File: config.mk
export PLATFORM = sky130hd
export DESIGN_NAME = bfr_ctrl
export DESIGN_NICKNAME = d
export VERILOG_FILES = /design/src/hdl/bfr_pkg.sv /design/src/hdl/bfr_ctrl.sv
export SDC_FILE = /design/constraint.sdc
export NUM_CORES = 1
export LEC_CHECK = 0
export BUFFER_PORTS_ARGS = -buffer_cell sky130_fd_sc_hd__buf_2
export CAP_MARGIN = 20
export CORE_AREA = 4 4 41 43
export CTS_BUF_LIST = sky130_fd_sc_hd__clkbuf_4
export CTS_CLUSTER_SIZE = 20
export DETAILED_ROUTE_END_ITERATION = 8
export DIE_AREA = 0 0 45 47
export GPL_TIMING_DRIVEN = 1
export PLACE_DENSITY = 0.56
export SLEW_MARGIN = 40
export SYNTH_ARGS = -nofsm -noshare
export SYNTH_HDL_FRONTEND = slang
export SYNTH_SLANG_ARGS = --single-unit
File: constraint.sdc
create_clock -name clock -period 3.5 [get_ports clock]
set_input_delay 0.35 -clock clock [delete_from_list [all_inputs] [get_ports clock]]
set_output_delay 0.35 -clock clock [all_outputs]
set_load 0.05 [all_outputs]
File: src/hdl/bfr_pkg.sv
// Shared types, constants and glyph table for the bitmap text renderer.
// No dependencies; every other file in hdl imports this package.
package bfr_pkg;

   localparam int DispWidth  = 128;
   localparam int DispHeight = 64;
   localparam int StoreDepth = 1024;
   localparam int AddrW      = 10;
   localparam int IdxW       = 12;

   localparam logic [1:0] OP_CLEAR = 2'd0;
   localparam logic [1:0] OP_DRAW  = 2'd1;
   localparam logic [1:0] OP_NEXT  = 2'd2;
   localparam logic [1:0] OP_READ  = 2'd3;

   typedef struct packed {
      logic load;      // capture request beat
      logic clr_step;  // zero one store byte
      logic pix_rd;    // read store at pixel address
      logic pix_wr;    // OR pixel in, advance pixel counters
      logic byte_rd;   // read store at read_index
      logic emit;      // load result register, update cursor
   } cmd_type;

   typedef struct packed {
      logic [1:0] op;
      logic       do_draw;
      logic       clr_last;
      logic       pix_last;
      logic       out_free;
   } status_type;

   function automatic logic [2:0] glyph_row(input logic [7:0] code, input logic [2:0] row);
      logic [14:0] g;
      g = 15'd0;
      case (code)
         8'h30: g = {3'd7,3'd5,3'd5,3'd5,3'd7};
         8'h31: g = {3'd2,3'd6,3'd2,3'd2,3'd7};
         8'h32: g = {3'd7,3'd1,3'd7,3'd4,3'd7};
         8'h33: g = {3'd7,3'd1,3'd7,3'd1,3'd7};
         8'h34: g = {3'd5,3'd5,3'd7,3'd1,3'd1};
         8'h35: g = {3'd7,3'd4,3'd7,3'd1,3'd7};
         8'h36: g = {3'd7,3'd4,3'd7,3'd5,3'd7};
         8'h37: g = {3'd7,3'd1,3'd2,3'd2,3'd2};
         8'h38: g = {3'd7,3'd5,3'd7,3'd5,3'd7};
         8'h39: g = {3'd7,3'd5,3'd7,3'd1,3'd7};
         8'h41: g = {3'd2,3'd5,3'd7,3'd5,3'd5};
         8'h42: g = {3'd6,3'd5,3'd6,3'd5,3'd6};
         8'h43: g = {3'd3,3'd4,3'd4,3'd4,3'd3};
         8'h44: g = {3'd6,3'd5,3'd5,3'd5,3'd6};
         8'h45: g = {3'd7,3'd4,3'd6,3'd4,3'd7};
         8'h46: g = {3'd7,3'd4,3'd6,3'd4,3'd4};
         8'h47: g = {3'd3,3'd4,3'd5,3'd5,3'd3};
         8'h48: g = {3'd5,3'd5,3'd7,3'd5,3'd5};
         8'h49: g = {3'd7,3'd2,3'd2,3'd2,3'd7};
         8'h4A: g = {3'd1,3'd1,3'd1,3'd5,3'd2};
         8'h4B: g = {3'd5,3'd5,3'd6,3'd5,3'd5};
         8'h4C: g = {3'd4,3'd4,3'd4,3'd4,3'd7};
         8'h4D: g = {3'd5,3'd7,3'd7,3'd5,3'd5};
         8'h4E: g = {3'd5,3'd7,3'd7,3'd7,3'd5};
         8'h4F: g = {3'd2,3'd5,3'd5,3'd5,3'd2};
         8'h50: g = {3'd6,3'd5,3'd6,3'd4,3'd4};
         8'h51: g = {3'd2,3'd5,3'd5,3'd7,3'd3};
         8'h52: g = {3'd6,3'd5,3'd6,3'd5,3'd5};
         8'h53: g = {3'd3,3'd4,3'd2,3'd1,3'd6};
         8'h54: g = {3'd7,3'd2,3'd2,3'd2,3'd2};
         8'h55: g = {3'd5,3'd5,3'd5,3'd5,3'd7};
         8'h56: g = {3'd5,3'd5,3'd5,3'd5,3'd2};
         8'h57: g = {3'd5,3'd5,3'd7,3'd7,3'd5};
         8'h58: g = {3'd5,3'd5,3'd2,3'd5,3'd5};
         8'h59: g = {3'd5,3'd5,3'd2,3'd2,3'd2};
         8'h5A: g = {3'd7,3'd1,3'd2,3'd4,3'd7};
         8'h3A: g = {3'd0,3'd2,3'd0,3'd2,3'd0};
         8'h2E: g = {3'd0,3'd0,3'd0,3'd0,3'd2};
         8'h2D: g = {3'd0,3'd0,3'd7,3'd0,3'd0};
         8'h25: g = {3'd5,3'd1,3'd2,3'd4,3'd5};
         default: g = 15'd0;
      endcase
      case (row)
         3'd0: glyph_row = g[14:12];
         3'd1: glyph_row = g[11:9];
         3'd2: glyph_row = g[8:6];
         3'd3: glyph_row = g[5:3];
         3'd4: glyph_row = g[2:0];
         default: glyph_row = 3'd0;
      endcase
   endfunction

endpackage

File: src/hdl/bfr_ctrl.sv
// Sequencer for the text renderer: clear pass, pixel read-modify-write, byte read.
// Depends on bfr_pkg.
module bfr_ctrl (
   input  logic                clock,
   input  logic                reset,
   input  logic                req_tvalid,
   output logic                req_tready,
   input  bfr_pkg::status_type stat,
   output bfr_pkg::cmd_type    cmd
);
   import bfr_pkg::*;

   localparam logic [3:0] S_INIT = 4'd0;
   localparam logic [3:0] S_IDLE = 4'd1;
   localparam logic [3:0] S_DISP = 4'd2;
   localparam logic [3:0] S_CLR  = 4'd3;
   localparam logic [3:0] S_PRD  = 4'd4;
   localparam logic [3:0] S_PWR  = 4'd5;
   localparam logic [3:0] S_RD   = 4'd6;
   localparam logic [3:0] S_RDW  = 4'd7;
   localparam logic [3:0] S_DONE = 4'd8;

   logic [3:0] state_ff, state_in;

   assign req_tready = (state_ff == S_IDLE);

   always_comb begin
      state_in = state_ff;
      cmd      = '0;
      unique case (state_ff)
         S_INIT: begin
            cmd.clr_step = 1'b1;
            if (stat.clr_last) state_in = S_IDLE;
         end
         S_IDLE: begin
            if (req_tvalid) begin
               cmd.load = 1'b1;
               state_in = S_DISP;
            end
         end
         S_DISP: begin
            if (stat.op == OP_CLEAR) state_in = S_CLR;
            else if (stat.op == OP_READ) state_in = S_RD;
            else if (stat.do_draw) state_in = S_PRD;
            else state_in = S_DONE;
         end
         S_CLR: begin
            cmd.clr_step = 1'b1;
            if (stat.clr_last) state_in = S_DONE;
         end
         S_PRD: begin
            cmd.pix_rd = 1'b1;
            state_in   = S_PWR;
         end
         S_PWR: begin
            cmd.pix_wr = 1'b1;
            state_in   = stat.pix_last ? S_DONE : S_PRD;
         end
         S_RD: begin
            cmd.byte_rd = 1'b1;
            state_in    = S_RDW;
         end
         S_RDW: state_in = S_DONE;
         S_DONE: begin
            if (stat.out_free) begin
               cmd.emit = 1'b1;
               state_in = S_IDLE;
            end
         end
         default: state_in = S_INIT;
      endcase
   end

   always_ff @(posedge clock) begin
      if (reset) state_ff <= S_INIT;
      else state_ff <= state_in;
   end

endmodule

# Word level (Yosys, flattened, before mapping)
# Cells that the tools add are included.
[totals]
register_bits = 4
elab_cells = 35
input_bits = 9
out_inout_bits = 7
[classes]
eq_ne = 13
reduce_logical = 4
mux = 17
[op_table]
columns = ["operator", "count"]
rows = [
  ["$pmux W4 S9", 1],
  ["$mux W4", 8],
  ["$eq A4 B3 Y1 const B", 4],
  ["$eq A4 B2 Y1 const B", 2],
  ["$mux W1", 8],
  ["$ne A2 B2 Y1 const B", 4],
  ["$eq A4 B1 Y1 const B", 1],
  ["$eq A4 B4 Y1 const B", 1],
  ["$logic_not A4 Y1", 1],
  ["$reduce_and A4 Y1", 1],
  ["$eq A2 B2 Y1 const B", 1],
  ["$logic_not A2 Y1", 1],
  ["$reduce_or A2 Y1", 1],
]

# Logic depth before layout (Yosys ltp)
[logic_depth]
ltp_word = 4
depth_mapped = 6
ltp_nobuf = 6

# Worst setup path before layout
# Ideal clock, no wire load.
[synth_timing]
kind = "reg2out"
from = "register state_ff[0]"
to = "output cmd[5] (netlist bit)"
arrival_ps = 2288
n_path_buf = 1
stages_incl_launch_ff = 5
path_slack_ps = 862
required_ps = 3150
cell_sequence = "dfxtp_1 -> buf_2 -> nand2b_1 -> nor3_1 -> and2_1"
[synth_rtl]
columns = ["element", "line_no", "text"]
rows = [
  ["start: declaration", "bfr_ctrl.sv:23", "logic [3:0] state_ff, state_in;"],
  ["start signal: assignment", "bfr_ctrl.sv:76", "else state_ff <= state_in;"],
  ["end: declaration", "bfr_ctrl.sv:9", "output bfr_pkg::cmd_type cmd"],
]

==> impl_metrics.csv <==
group,metric,value,unit
timing,setup_tns,0,ps
clock_network,tritoncts,"built",
final_layout,n_antenna_cell,0,
power,p_per_area,672,nW/um^2
floorplan,die_w,45,um
setup_path,crit_path_max_incr_delay,540,ps
final_layout,top_register,"state_ff",
timing,max_freq,519,MHz
placed_design,dpl-instance-area,482,sq um
setup_path,crit_cells,4,
synth,postSynthAreaPerCell,7.44,sq um
floorplan,fp-row-count,13,
timing,worst_pin_slew,412,ps
synth,synth-seq-area-share,19.2,%
routing,first_pass_iters,4,
placed_design,dp_hpwl,735,um
synth,ys_seq_elements,4,
floorplan,die_y,47,um
setup_path,slowest_stage,"dfxtp_1",
clock_network,post-cts-setup-buffers,0,
floorplan,die_area,2120,sq um
clock_network,clock_path_buffers,2,
global_route,grt_pass1_vias,373,
synth,synthCells,56,
clock_network,cts_resized,0,
final_layout,final_cell_mix,"buf_2, nor2_1, a21oi_1, nand2b_1, dfxtp_1",
routing,drtIter0Drc,13,
power,ir_worst_vdd,0.000354,V
synth,ys_types,25,
power,p_leak,0.220,nW
setup_path,cp_max_fo,12,
clock_network,root_buffer,"clkbuf_4",
clock_network,clkTransAtPathRegs,40,ps
clock_network,cts_buffers,3,
final_layout,final_area,504,sq um
timing,finalCritPeriodShare,55.0,%
setup_path,crit_chain,"nand2b_1 > nor3_1 > and2_1 > buf_2",
setup_path,crit_required,3150,ps
timing,finalCriticalPeriod,1930,ps
floorplan,ios,16,
timing,slew-limit-headroom,72.5,%
outcome,outcome,"finished, final reports clean",
setup_path,start_kind,"register",
routing,drc,0,
synth,syn-num-nets,67,
clock_network,cts_sinks,4,
flow_run,max_cap_violations,0,
clock_network,hold_buffers,0,
min_path,min_path_cells,2,
global_route,grt.overflow.total,0,
timing,setup_violations,0,
timing,final.setup_skew,5.22,ps
final_layout,nets,83,
placed_design,globalplace.congestion,0.747,
final_layout,syn2layout_area_growth,21.0,%
setup_path,worstSetupPathType,"reg2out",
clock_network,h-tree-depth,1,
global_route,grt_max_degree,13,
setup_path,r2r_cells,4,
global_route,antenna_found_initial,0,
floorplan,initial_utilization,32.0,%
setup_path,cp-end-kind,"output port",
final_layout,drive_above_1_share,30.0,%
routing,vias,441,
min_path,min_path_type,"in2reg",
routing,ant_nets,0,
global_route,grt.total_usage,10.9,%
setup_path,crit_family,"flip-flops",
placed_design,place.port_buffers,15,
clock_network,clock_latency,230,ps
synth,yosysWarnings,0,
setup_path,critPathArrivalTime,1580,ps
floorplan,core_area,1300,sq um
routing,drt-total-wl,970,um
final_layout,largest_reg_flops,4,
timing,hold_viol,0,
routing,wl_per_cell,11.4,um
setup_path,crit_buf_inv,1,
global_route,grt_first_pass_wirelength,1.61,mm
synth,syn_area,417,sq um
final_layout,largestRegisters,"state_ff: 4 flops",
timing,drv_slew,0,
timing,rsz0062_at_grt,"no",
timing,hold-worst-slack,347,ps
routing,vias_per_cell,5.19,
final_layout,mostFrequentLayoutCell,"buf_2",
-- synthesized netlist by cell type, drive strengths merged --
| master | instances | area (sq um) |
|---|---|---|
| dfxtp | 4 | 80.1 |
| nor4b | 1 | 15.0 |
| nor2b | 1 | 6.26 |
| a21oi | 5 | 25.0 |
| o22ai | 2 | 12.5 |
| o32ai | 1 | 8.76 |
| nor4 | 1 | 12.5 |
| inv | 3 | 11.3 |
| ha | 2 | 25.0 |
| nand4 | 1 | 6.26 |
| or4b | 1 | 13.8 |
| and3 | 1 | 6.26 |
| nor3b | 3 | 22.5 |
| nor3 | 3 | 15.0 |
| or2b | 2 | 15.0 |
| nand2b | 4 | 25.0 |
| nand4b | 1 | 8.76 |
| o21ai | 3 | 15.0 |
| a41o | 1 | 10.0 |
| o31ai | 1 | 7.51 |
| and2 | 2 | 12.5 |
| buf | 4 | 28.8 |
| nor2 | 9 | 33.8 |
-- final cells by class --
| type | instances | area [sq um] |
|---|---|---|
| well taps | 15 | 18.8 |
| clock buffers | 3 | 22.5 |
| inverters | 3 | 11.3 |
| multi-input cells | 45 | 297 |
| flip-flops and latches | 4 | 80.1 |
| fillers | 147 | 797 |
| repair buffers | 15 | 75.1 |
-- stage by stage --
stage / cells / total power (W) / utilization, % / setup WS, ps
6_report: 85 / 0.000339 / 38.8 / 1570
5_1_grt: 85 / 0.000365 / 38.8 / 1430
4_1_cts: 85 / 0.000342 / 38.8 / 1580
3_5_place_dp: 82 / 0.000283 / 37.0 / 1820
3_3_place_gp: 82 / 0.000281 / 37.0 / 1890
2_1_floorplan: 56 / 0.000252 / - / 862
-- kinds of logic (layout without fill, tap and decap cells) --
family	Yosys count	after routing	synth area share, %
AO/OA/AOI/OAI	13	13	18.9
adder cells (fa/ha/maj)	2	2	6.01
buffers and inverters	7	21	9.61
flip-flops	4	4	19.2
AND/OR/NAND/NOR	30	30	46.2
-- metal layers --
layer | up-vias | wire, um | global-route usage, % | part of all wire [%]
li1 | 231 | - | - | -
met1 | 195 | 479 | 13.4 | 49
met2 | 15 | 412 | 15.3 | 42
met3 | 0 | 78 | 7.28 | 8.0
met4 | 0 | 0 | 3.51 | 0
met5 | - | 0 | 0 | 0
-- report_power, final --
group | total (W) | switching (W) | internal [W]
logic | 0.000193 | 0.000127 | 0.0000659
registers | 0.0000902 | 0.0000328 | 0.0000573
clock network | 0.0000563 | 0.0000180 | 0.0000383
-- worst paths after layout --
path | start | to | slack (ps)
worst max register to register | state_ff[1] | state_ff[3] | 2000
worst min register to register | state_ff[1] | state_ff[1] | 630
worst max-delay path | state_ff[0] | cmd[5] | 1570
worst min-delay path | reset | state_ff[3] | 350
No activity file was read; power rests on OpenSTA's default activity.
